--- src/rtl/core/wssd_pkg.sv ---
package wssd_pkg;

	localparam int WINDOW_MAX  = 256;
	localparam int SAMPLE_BITS = 16;

	localparam int LEN_W    = 9;
	localparam int LIMIT_W  = 16;
	localparam int COUNT_W  = 32;
	localparam int SPREAD_W = 16;
	localparam int CFG_IDX_W  = 1;
	localparam int CFG_DATA_W = 16;

	// cell index split for the two-level readout
	localparam int IDX_W    = $clog2(WINDOW_MAX);
	localparam int LO_W     = IDX_W / 2;
	localparam int HI_W     = IDX_W - LO_W;
	localparam int NUM_GRP  = 1 << HI_W;
	localparam int GRP_SIZE = 1 << LO_W;

	typedef enum logic [CFG_IDX_W-1:0] {
		REG_WINDOW_LEN   = 1'b0,
		REG_SPREAD_LIMIT = 1'b1
	} reg_idx_t;

	// running extremes of the newest samples
	typedef struct packed {
		logic signed [SAMPLE_BITS-1:0] hi;
		logic signed [SAMPLE_BITS-1:0] lo;
	} ext_t;

	// per-window bookkeeping that travels down the readout pipeline
	typedef struct packed {
		logic [COUNT_W-1:0] start;
		logic [IDX_W-1:0]   idx;
	} tag_t;

endpackage

--- src/rtl/core/wssd_cell.sv ---
// Cell j holds max/min of the newest j+1 samples. On each sample transfer it
// merges the new sample into its left neighbor's extremes.
module wssd_cell (
	input  logic                                   clk,
	input  logic                                   shift,
	input  logic signed [wssd_pkg::SAMPLE_BITS-1:0] sample,
	input  wssd_pkg::ext_t                         prev,
	output wssd_pkg::ext_t                         ext
);

	wssd_pkg::ext_t ext_q;
	wssd_pkg::ext_t ext_d;

	always_comb begin
		ext_d.hi = (sample > prev.hi) ? sample : prev.hi;
		ext_d.lo = (sample < prev.lo) ? sample : prev.lo;
	end

	always_ff @(posedge clk) begin
		if (shift) begin
			ext_q <= ext_d;
		end
	end

	assign ext = ext_q;

endmodule

--- config.mk ---
export PLATFORM = sky130hd
export DESIGN_NAME = wssd_cell
export DESIGN_NICKNAME = d
export VERILOG_FILES = /design/src/rtl/core/wssd_pkg.sv /design/src/rtl/core/wssd_cell.sv
export SDC_FILE = /design/constraint.sdc
export NUM_CORES = 1
export LEC_CHECK = 0
export BUFFER_PORTS_ARGS = -buffer_cell sky130_fd_sc_hd__buf_2
export CAP_MARGIN = 20
export CORE_ASPECT_RATIO = 1.2
export CORE_UTILIZATION = 52
export CTS_BUF_LIST = sky130_fd_sc_hd__clkbuf_4
export DETAILED_ROUTE_END_ITERATION = 7
export GPL_TIMING_DRIVEN = 1
export PLACE_DENSITY = 0.91
export SYNTH_ARGS = -nofsm -noshare
export SYNTH_HDL_FRONTEND = slang
export SYNTH_SLANG_ARGS = --single-unit
--- constraint.sdc ---
create_clock -name clk -period 2.5 [get_ports clk]
set_input_delay 0.125 -clock clk [delete_from_list [all_inputs] [get_ports clk]]
set_output_delay 0.125 -clock clk [all_outputs]
set_load 0.005 [all_outputs]
* Word level (Yosys, flattened, before mapping)
Cells that the tools add are included.
Operators by class: order comparisons 2, muxes and demuxes 2
Operator list (count):
- 16-bit two-way mux | 2
- 16-bit > comparator | 1
- 16-bit less-than comparator | 1
Storage, ports and cells: register bits after elaboration 32, input bits 50, output and inout bits 32, logic and storage cells 6

* Depth between registers and ports, before layout
Gate-level depths: netlist of the first run.
word-level depth 2, depth in mapped cells 9, mapped depth without buffers 8

* Worst setup path after synthesis of the first run
No wires, ideal clock.
kind input -> register, start point in prev[21] (netlist name), end point reg ext_q, in the netlist ext[21], data pin, setup time 0.260 ns, arrival time 1.859 ns, required time 2.240 ns, setup slack 0.380 ns, cell stages on the path 9, path buffers 1, cell sequence inv_1 ha_1 a211oi_1 o21bai_1 a21oi_2 nand3_1 a31oi_4 buf_12 mux2_4
RTL lines:
- start: declaration | line wssd_cell.sv:7 | input wssd_pkg::ext_t prev,
- end signal: assignment | line wssd_cell.sv:21 | ext_q <= ext_d;
- end: declaration | line wssd_cell.sv:11 | wssd_pkg::ext_t ext_q;

==> results by group, run 1 <==
Drt
  • M1 WL: 2.12 mm
  • Number of DRC violations after detailed routing: 0
  • Drt first pass iters: 4
  • Via count: 1,867
  • WL met3: 313 um
  • ANT nets after route: 0
  • Total length of routed wires: 5.06 mm
  • Iteration-0 DRC Markers: 42
  • Post-DR vias/cell: 5.35
  • Top sig layer: met4
  • Routed wl met2: 2.50 mm
  • WL/cell: 14.5 um

Logic synthesis
  • Syn_area_per_cell: 11.6 um2
  • Seq/Total Area, Yosys: 0.407
  • Post-synthesis cell area: 0.00236 mm2
  • Area leader, netlist: edfxtp_1
  • EDFF count, synth: 32
  • Post-Syn Nets: 284
  • Area contributors post-synth: edfxtp_1, ha_1, mux2_2
  • Ys Warns: 0
  • Dominant synthesized flop cell: edfxtp_1
  • Share of the synthesized area in the top cell type: 0.407
  • Post-synthesis register bit count: 32
  • Post-synth top cells: inv_1, edfxtp_1, ha_1
  • Post-Syn Instances: 203
  • Asr flop ratio synth: 0
  • Synth cell types: 36
  • Top-count cell post-synth: inv_1

Power and ir drop
  • Logic pwr share: 0.319
  • Max VDD drop: 0.000212 V
  • Sequential share of power: 0.489
  • P_sw: 399 uW
  • Switching share of power: 0.284
  • Pleak: 0.00144 uW
  • Clock power share: 0.191
  • Pwr Density: 484 mW/mm2
  • Total internal power: 1000 uW

STA
  • Max Freq: 498 MHz
  • Least-Margin Pin Slew: 0.732 ns
  • Final period utilization: 0.804
  • Final min period: 2.01 ns
  • Slew Viols, Final: 0
  • Setup TNS: 0 ns
  • RSZ-0062 raised after global routing: no
  • Min setup slack post-route: 0.491 ns
  • Final hold slack: 0.100 ns
  • Rel. slew slack: 0.512
  • Final setup vio count: 0
  • Hold Violations, Final: 0

Global routing
  • Number of global-route vias before repair: 1,873
  • GRT overflow: 0
  • First-pass GRT wire length: 8.27 mm
  • GRT Util Overall: 0.228
  • Largest net degree at the start of global routing: 33
  • Antenna violations before repair: 0

Final layout
  • Layout cells sized above 1: 0.427
  • Fin nets: 374
  • Area of the multi-input gates: 0.00124 mm2
  • Max reg flops: 32
  • Number of diodes: 0
  • Area grow syn2layout: 22.5%
  • Register Area: 961 um2
  • Fill count: 326
  • Final design utilization: 0.674

Floorplanning
  • I/O pins: 82
  • Row cnt: 26
  • Die Ht: 75.9 um
  • Horiz. Die Dim: 63.5 um
  • Die area: 0.00482 mm2
  • Initial Util: 0.550
  • Core area: 0.00429 mm2

Placement
  • RePlAce Congestion: 0.788
  • Post-DP HPWL: 4.04 mm
  • Port buffer count: 81
  • Pre-CTS WS: 0.147 ns

CTS
  • CTS tree: done
  • Worst-path clk slew: 0.10 ns
  • Max clock buf depth: 2
  • Cts bufs inserted: 5
  • Postcts setup bufs: 0
  • Hold_buf cts: 0
  • Gates resized, CTS repair: 0
  • CTS sink count: 32
  • CTS Root Cell: clkbuf_4
  • CTS HTree Levels: 2

Critical path
  • WP data required: 2.59 ns
  • Startpoint types: input pin
  • WP data arrival: 2.10 ns
  • Crit. End Element: register
  • Critical path type: input pin to register
  • Crit path max fanout: 11

Outcome
  • Status: completed

Run
  • MaxCap Viol Count: 0

Hold path
  • Hold/Removal Path Class: input pin to register
[layout by cell type (no fill, tap or decap), drive strengths merged, types with 2 or more instances in the layout]
master and instances:
clkinv 2, o22ai 2, ha 31, inv 35, nand4 6, a211oi 3, mux2i 4, clkbuf 5
edfxtp 32, nand2b 3, a21oi 8, a21o 2, buf 85, nand2 11, nor2 8, nand3 5
mux2 31, o21ai 8
[per-stage QoR]
stage	area [um2]	std cells	total power, uW
6_report	2900	349	1400
5_1_grt	2900	349	1490
4_1_cts	2900	349	1420
3_5_place_dp	2850	342	1150
3_3_place_gp	2850	342	1130
2_1_floorplan	2360	203	967
[critical path, cell delays in order]
cell and delay [ns]:
buf_2 0.13, ha_1 0.30, a211oi_1 0.24, o21bai_1 0.12
a21oi_2 0.25, nand3_1 0.18, a31oi_4 0.23, buf_12 0.18
mux2_2 0.33
[worst paths after layout]
kind / startpoint / depth (start not counted) / to
setup / recovery: sample[5] / 9 / ext[20]
hold / removal: prev[13] / 2 / ext[13]
[power groups by stage]
| stage | logic [uW] | clock network (uW) | registers, uW |
|---|---|---|---|
| global placement | 430 | 0 | 698 |
| floorplan | 259 | 0 | 708 |
| CTS | 451 | 278 | 687 |
| finish | 448 | 268 | 686 |
| detailed placement | 449 | 0 | 698 |
| global route | 494 | 302 | 691 |
[metal layers]
metal,vias to the layer above,track usage
li1,919,-
met1,868,0.259
met2,69,0.396
met3,11,0.0569
met4,0,0.131
met5,-,0
[cell type report]
type | instances | area share
flip-flops and latches | 32 | 0.332
clock buffers | 5 | 0.0130
repair buffers | 85 | 0.155
multi-input cells | 134 | 0.428
clock inverters | 2 | 0.00259
well taps | 56 | 0.0242
inverters | 35 | 0.0454
[logic make-up after synthesis]
family | Yosys count | synth area share
AOI/OAI and AO/OA | 29 | 0.0863
adders and majority gates | 31 | 0.164
buffers and inverters | 37 | 0.0688
DFF | 32 | 0.407
muxes | 35 | 0.181
and+or+nand+nor | 39 | 0.0937
Power figures use the tool's default switching activity.
==> run 2: changes to the inputs <==
clock period = 1.89 ns   (was 2.5 ns; I/O delays follow)
==> run 2 against run 1 <==
Sequential share of layout area fell by 3.8 points. Combinational power increased by 59%. Cell count grew 6.9%. Power rose by 55%. Wire length grew 16%. Worst setup slack worse by 0.40 ns. Flip-flop and latch count did not move. Hold slack got worse by 0.045 ns. Critical path depth unchanged. Cell area is 13% higher. Critical path type unchanged. Highest routed layer unchanged.
==> results by group, run 2 (synthesis gave the netlist of run 1 again) <==
Critical path
  • WP data arrival: 1.90 ns
  • WP data required: 1.98 ns
  • Cell family with most CP delay: compound AO/OA/AOI/OAI gates
  • Crit path max fanout: 14
  • Startpoint types: input pin
  • Critical path buffers and inverters: 2
  • Critical path depth in cells: 9
  • Worst Setup SP: sample[9]
  • Slowest cell delay on critical path: 0.38 ns
  • Slowest stage cell, crit path: mux2_1
  • CP endpoint: ext[10]
  • Crit path cell chain: buf_2, ha_1, a21oi_1, o21ai_0, buf_4, a21oi_2, nand2b_1, nand3_4, mux2_1
  • Crit. End Element: register
  • Critical path type: input pin to register

Placement
  • Post-DP HPWL: 4.36 mm
  • RePlAce Congestion: 0.877
  • Cell area after placement: 0.00319 mm2
  • Pre-CTS WS: -0.310 ns
  • Port buffer count: 81

Power and ir drop
  • Pwr Density: 662 mW/mm2
  • Switching share of power: 0.279
  • Sequential share of power: 0.418
  • P_sw: 606 uW
  • Total internal power: 1560 uW
  • Pleak: 0.00157 uW
  • Logic pwr share: 0.329
  • Max VDD drop: 0.000389 V
  • Clock power share: 0.253

STA
  • Least-Margin Pin Slew: 0.768 ns
  • Final setup vio count: 0
  • Max Freq: 555 MHz
  • Min setup slack post-route: 0.0875 ns
  • Final min period: 1.80 ns
  • Final period utilization: 0.954
  • Rel. slew slack: 0.488
  • RSZ-0062 raised after global routing: yes
  • Slew Viols, Final: 0
  • Hold Violations, Final: 0

CTS
  • CTS sink count: 32
  • CTS Root Cell: clkbuf_4
  • CTS tree: done
  • Cts bufs inserted: 5
  • Hold_buf cts: 0
  • Max clock buf depth: 2
  • Worst-path clk slew: 0.11 ns
  • CTS HTree Levels: 2

Final layout
  • Area of the multi-input gates: 0.00141 mm2
  • Post-route cell area: 0.00327 mm2
  • Layout cells sized above 1: 0.552
  • Most common cell after layout, fill and taps aside: buf_2
  • Fin nets: 397
  • Number of diodes: 0
  • Register Area: 961 um2
  • Fill count: 280
  • Most frequent cells in the layout: buf_2, edfxtp_1, inv_1
  • Max reg flops: 32
  • Area grow syn2layout: 38.5%

Drt
  • Post-DR vias/cell: 5.47
  • Number of DRC violations after detailed routing: 0
  • Total length of routed wires: 5.88 mm
  • Via count: 2,041
  • Drt first pass iters: 4
  • Iteration-0 DRC Markers: 148
  • WL/cell: 15.8 um
  • ANT nets after route: 0

Floorplanning
  • I/O pins: 82
  • Die area: 0.00482 mm2
  • Initial Util: 0.550
  • Horiz. Die Dim: 63.5 um
  • Row cnt: 26
  • Core area: 0.00429 mm2
  • Die Ht: 75.9 um

Global routing
  • GRT Util Overall: 0.249
  • First-pass GRT wire length: 9.02 mm
  • GRT overflow: 0
  • Antenna violations before repair: 0
  • Number of global-route vias before repair: 2,069
  • Largest net degree at the start of global routing: 33

Hold path
  • Hold/Removal Path Class: input pin to register

Run
  • MaxCap Viol Count: 0

Outcome
  • Status: completed
run 2: layout make-up:
type	instances	share of cell area
Timing Repair Buffer	108	0.190
Multi-Input combinational cell	134	0.429
Inverter	35	0.0417
Sequential cell	32	0.294
Clock buffer	6	0.0138
Tap cell	56	0.0214
Clock inverter	2	0.0107
run 2: power by group through the flow:
| stage | combinational, uW | sequential (uW) | clock, uW |
|---|---|---|---|
| final | 713 | 906 | 548 |
| after global routing | 769 | 913 | 583 |
| after floorplan | 380 | 937 | 0 |
| after CTS | 708 | 907 | 547 |
| after detailed placement | 697 | 921 | 0 |
| after global placement | 665 | 920 | 0 |
run 2: stage by stage:
step | instances | hold WS, ns | power (uW) | setup TNS (ns) | util
after floorplan | 203 | 0.207 | 1320 | -0.180 | -
after global placement | 365 | 0.398 | 1590 | -5.36 | 0.742
after detailed placement | 365 | 0.406 | 1620 | -7.95 | 0.742
after CTS | 373 | 0.0515 | 2160 | 0 | 0.760
after global routing | 373 | 0.0471 | 2270 | -0.0389 | 0.762
final | 373 | 0.0556 | 2170 | 0 | 0.762
run 2: routing by layer:
metal / track usage / part of all wire
met5: 0 / 0
met4: 0.129 / 0.028
met3: 0.0449 / 0.056
met2: 0.470 / 0.52
met1: 0.269 / 0.40
run 2: worst min-delay path by stage:
stage	startpoint	endpoint	depth (start not counted)
6_report	prev[3]	ext[3]	2
5_1_grt	prev[10]	ext[10]	2
4_1_cts	prev[6]	ext[6]	2
3_5_place_dp	prev[6]	ext[6]	2
3_3_place_gp	prev[13]	ext[13]	2
2_1_floorplan	shift	ext[0]	0
run 2: timing repair:
action / 4_1_cts / 5_1_grt
setup endpoints to repair: 0 / 14
buffers inserted: 0 / 0
resized for setup: 0 / 1
==> run 3: changes to the inputs <==
CORE_MARGIN = 2   (was default)
SLEW_MARGIN = 0   (was default)
clock period = 1.8 ns   (was 1.89 ns; I/O delays follow)
==> run 3 against run 2 <==
Cell count fell by 0.54%. Die area rose by 5.9%. Clock power fell by 26%. Via count fell by 4.7%. Global-route usage fell by 1.9 points. Sequential power rose by 4.9%. Critical path depth did not move. Cell area rose by 0.27%. Sequential share of layout area fell by 0.078 points. Wire length fell by 6.2%.
==> results by group, run 3 (synthesis gave the netlist of run 1 again) <==
Final layout
  • Most common cell after layout, fill and taps aside: buf_2
  • Fin nets: 396
  • Final design utilization: 0.759
  • Area grow syn2layout: 38.9%
  • Fill count: 283
  • Fin cells: 371
  • Most frequent cells in the layout: buf_2, edfxtp_1, inv_1
  • Layout cells sized above 1: 0.568
  • Register Area: 961 um2
  • Max reg flops: 32
  • Number of diodes: 0
  • Post-route cell area: 0.00328 mm2
  • Area of the multi-input gates: 0.00144 mm2

Critical path
  • WP data required: 1.90 ns
  • Crit path max fanout: 14
  • Startpoint types: input pin
  • Crit. End Element: register
  • WP data arrival: 1.81 ns
  • Critical path type: input pin to register

CTS
  • CTS sink count: 32
  • CTS Root Cell: clkbuf_4
  • Max clock buf depth: 2
  • Hold_buf cts: 0
  • CTS HTree Levels: 2
  • CTS tree: done
  • Worst-path clk slew: 0.10 ns
  • Cts bufs inserted: 5

Placement
  • Pre-CTS WS: -0.317 ns
  • Port buffer count: 81
  • Post-DP HPWL: 4.54 mm
  • Cell area after placement: 0.00322 mm2
  • Dpl cells: 364
  • RePlAce Congestion: 0.852

Drt
  • ANT nets after route: 0
  • Post-DR vias/cell: 5.25
  • WL/cell: 14.9 um
  • Total length of routed wires: 5.51 mm
  • Iteration-0 DRC Markers: 113
  • Via count: 1,946
  • Number of DRC violations after detailed routing: 0
  • Drt first pass iters: 4

Global routing
  • Antenna violations before repair: 0
  • Met2 GRT Util: 0.411
  • First-pass GRT wire length: 9.08 mm
  • GRT Util Overall: 0.230
  • GRT overflow: 0
  • Largest net degree at the start of global routing: 19
  • Met1 Track Usage GR: 0.268
  • Number of global-route vias before repair: 2,020
  • Top Usage Layer GRT: met2
  • Met3 usage: 0.0377

Hold path
  • Min-Delay Path Depth: 2
  • Hold endpoint: ext[13]
  • Hold/Removal Path Class: input pin to register
  • Worst Hold Launch: prev[13]

STA
  • Setup TNS: 0 ns
  • Max Freq: 582 MHz
  • Slew Viols, Final: 0
  • Final setup vio count: 0
  • Hold Violations, Final: 0
  • Min setup slack post-route: 0.0821 ns
  • RSZ-0062 raised after global routing: yes
  • Final min period: 1.72 ns
  • Least-Margin Pin Slew: 0.427 ns
  • Final period utilization: 0.954
  • Rel. slew slack: 0.715

Floorplanning
  • Initial Util: 0.546
  • Die area: 0.00510 mm2
  • I/O pins: 82
  • Row cnt: 26
  • Horiz. Die Dim: 65.5 um
  • Die Ht: 77.9 um
  • Core area: 0.00433 mm2

Outcome
  • Status: completed

Power and ir drop
  • Pwr Density: 640 mW/mm2
  • Max VDD drop: 0.000443 V
  • Pleak: 0.00157 uW

Run
  • MaxCap Viol Count: 0
[run 3: where the power goes]
group | switching (uW) | total [uW] | leakage (uW) | internal (uW)
Sequential | 19.5 | 950 | 0.000313 | 931
Clock | 249 | 408 | 0.0000315 | 159
Combinational | 336 | 741 | 0.00122 | 406
[run 3: metal layers]
layer / up-vias / part of all wire
li1: 966 / -
met1: 894 / 0.39
met2: 70 / 0.53
met3: 16 / 0.052
met4: 0 / 0.030
met5: - / 0
[run 3: stage by stage]
stage | hold slack, ns | power, uW
final | 0.0538 | 2100
after global routing | 0.0397 | 2220
after CTS | 0.0428 | 2110
after detailed placement | 0.399 | 1700
after global placement | 0.394 | 1670
after floorplan | 0.202 | 1400
[run 3: worst max-delay path by stage]
stage                     from  endpoint  slack [ns]  cells after the start
floorplan            sample[5]   ext[21]       -0.10                      8
global placement    sample[13]   ext[10]       -0.24                      9
detailed placement   sample[5]   ext[17]       -0.32                      9
CTS                  sample[5]   ext[17]        0.06                      9
global route         sample[6]   ext[14]       -0.01                      8
finish              sample[13]   ext[10]        0.08                      9
[run 3: timing repair]
item,in CTS,in global routing
setup buffers,0,0
resized for setup,0,3
endpoints found under the setup margin,0,8
[run 3: layout make-up]
type                    count  share of cell area
multi-input cells         134               0.438
clock inverters             1             0.00152
repair buffers            107               0.191
inverters                  35              0.0416
clock buffers               6              0.0137
well taps                  56              0.0213
flip-flops and latches     32               0.293
[run 3: worst max-delay path, cell delays in order]
cell and delay, ns:
buf_2 0.13, buf_4 0.14, ha_1 0.33, a21oi_2 0.15, o21ai_1 0.09, a21oi_2 0.13
nand2b_4 0.15, nand3_4 0.22, mux2_1 0.38
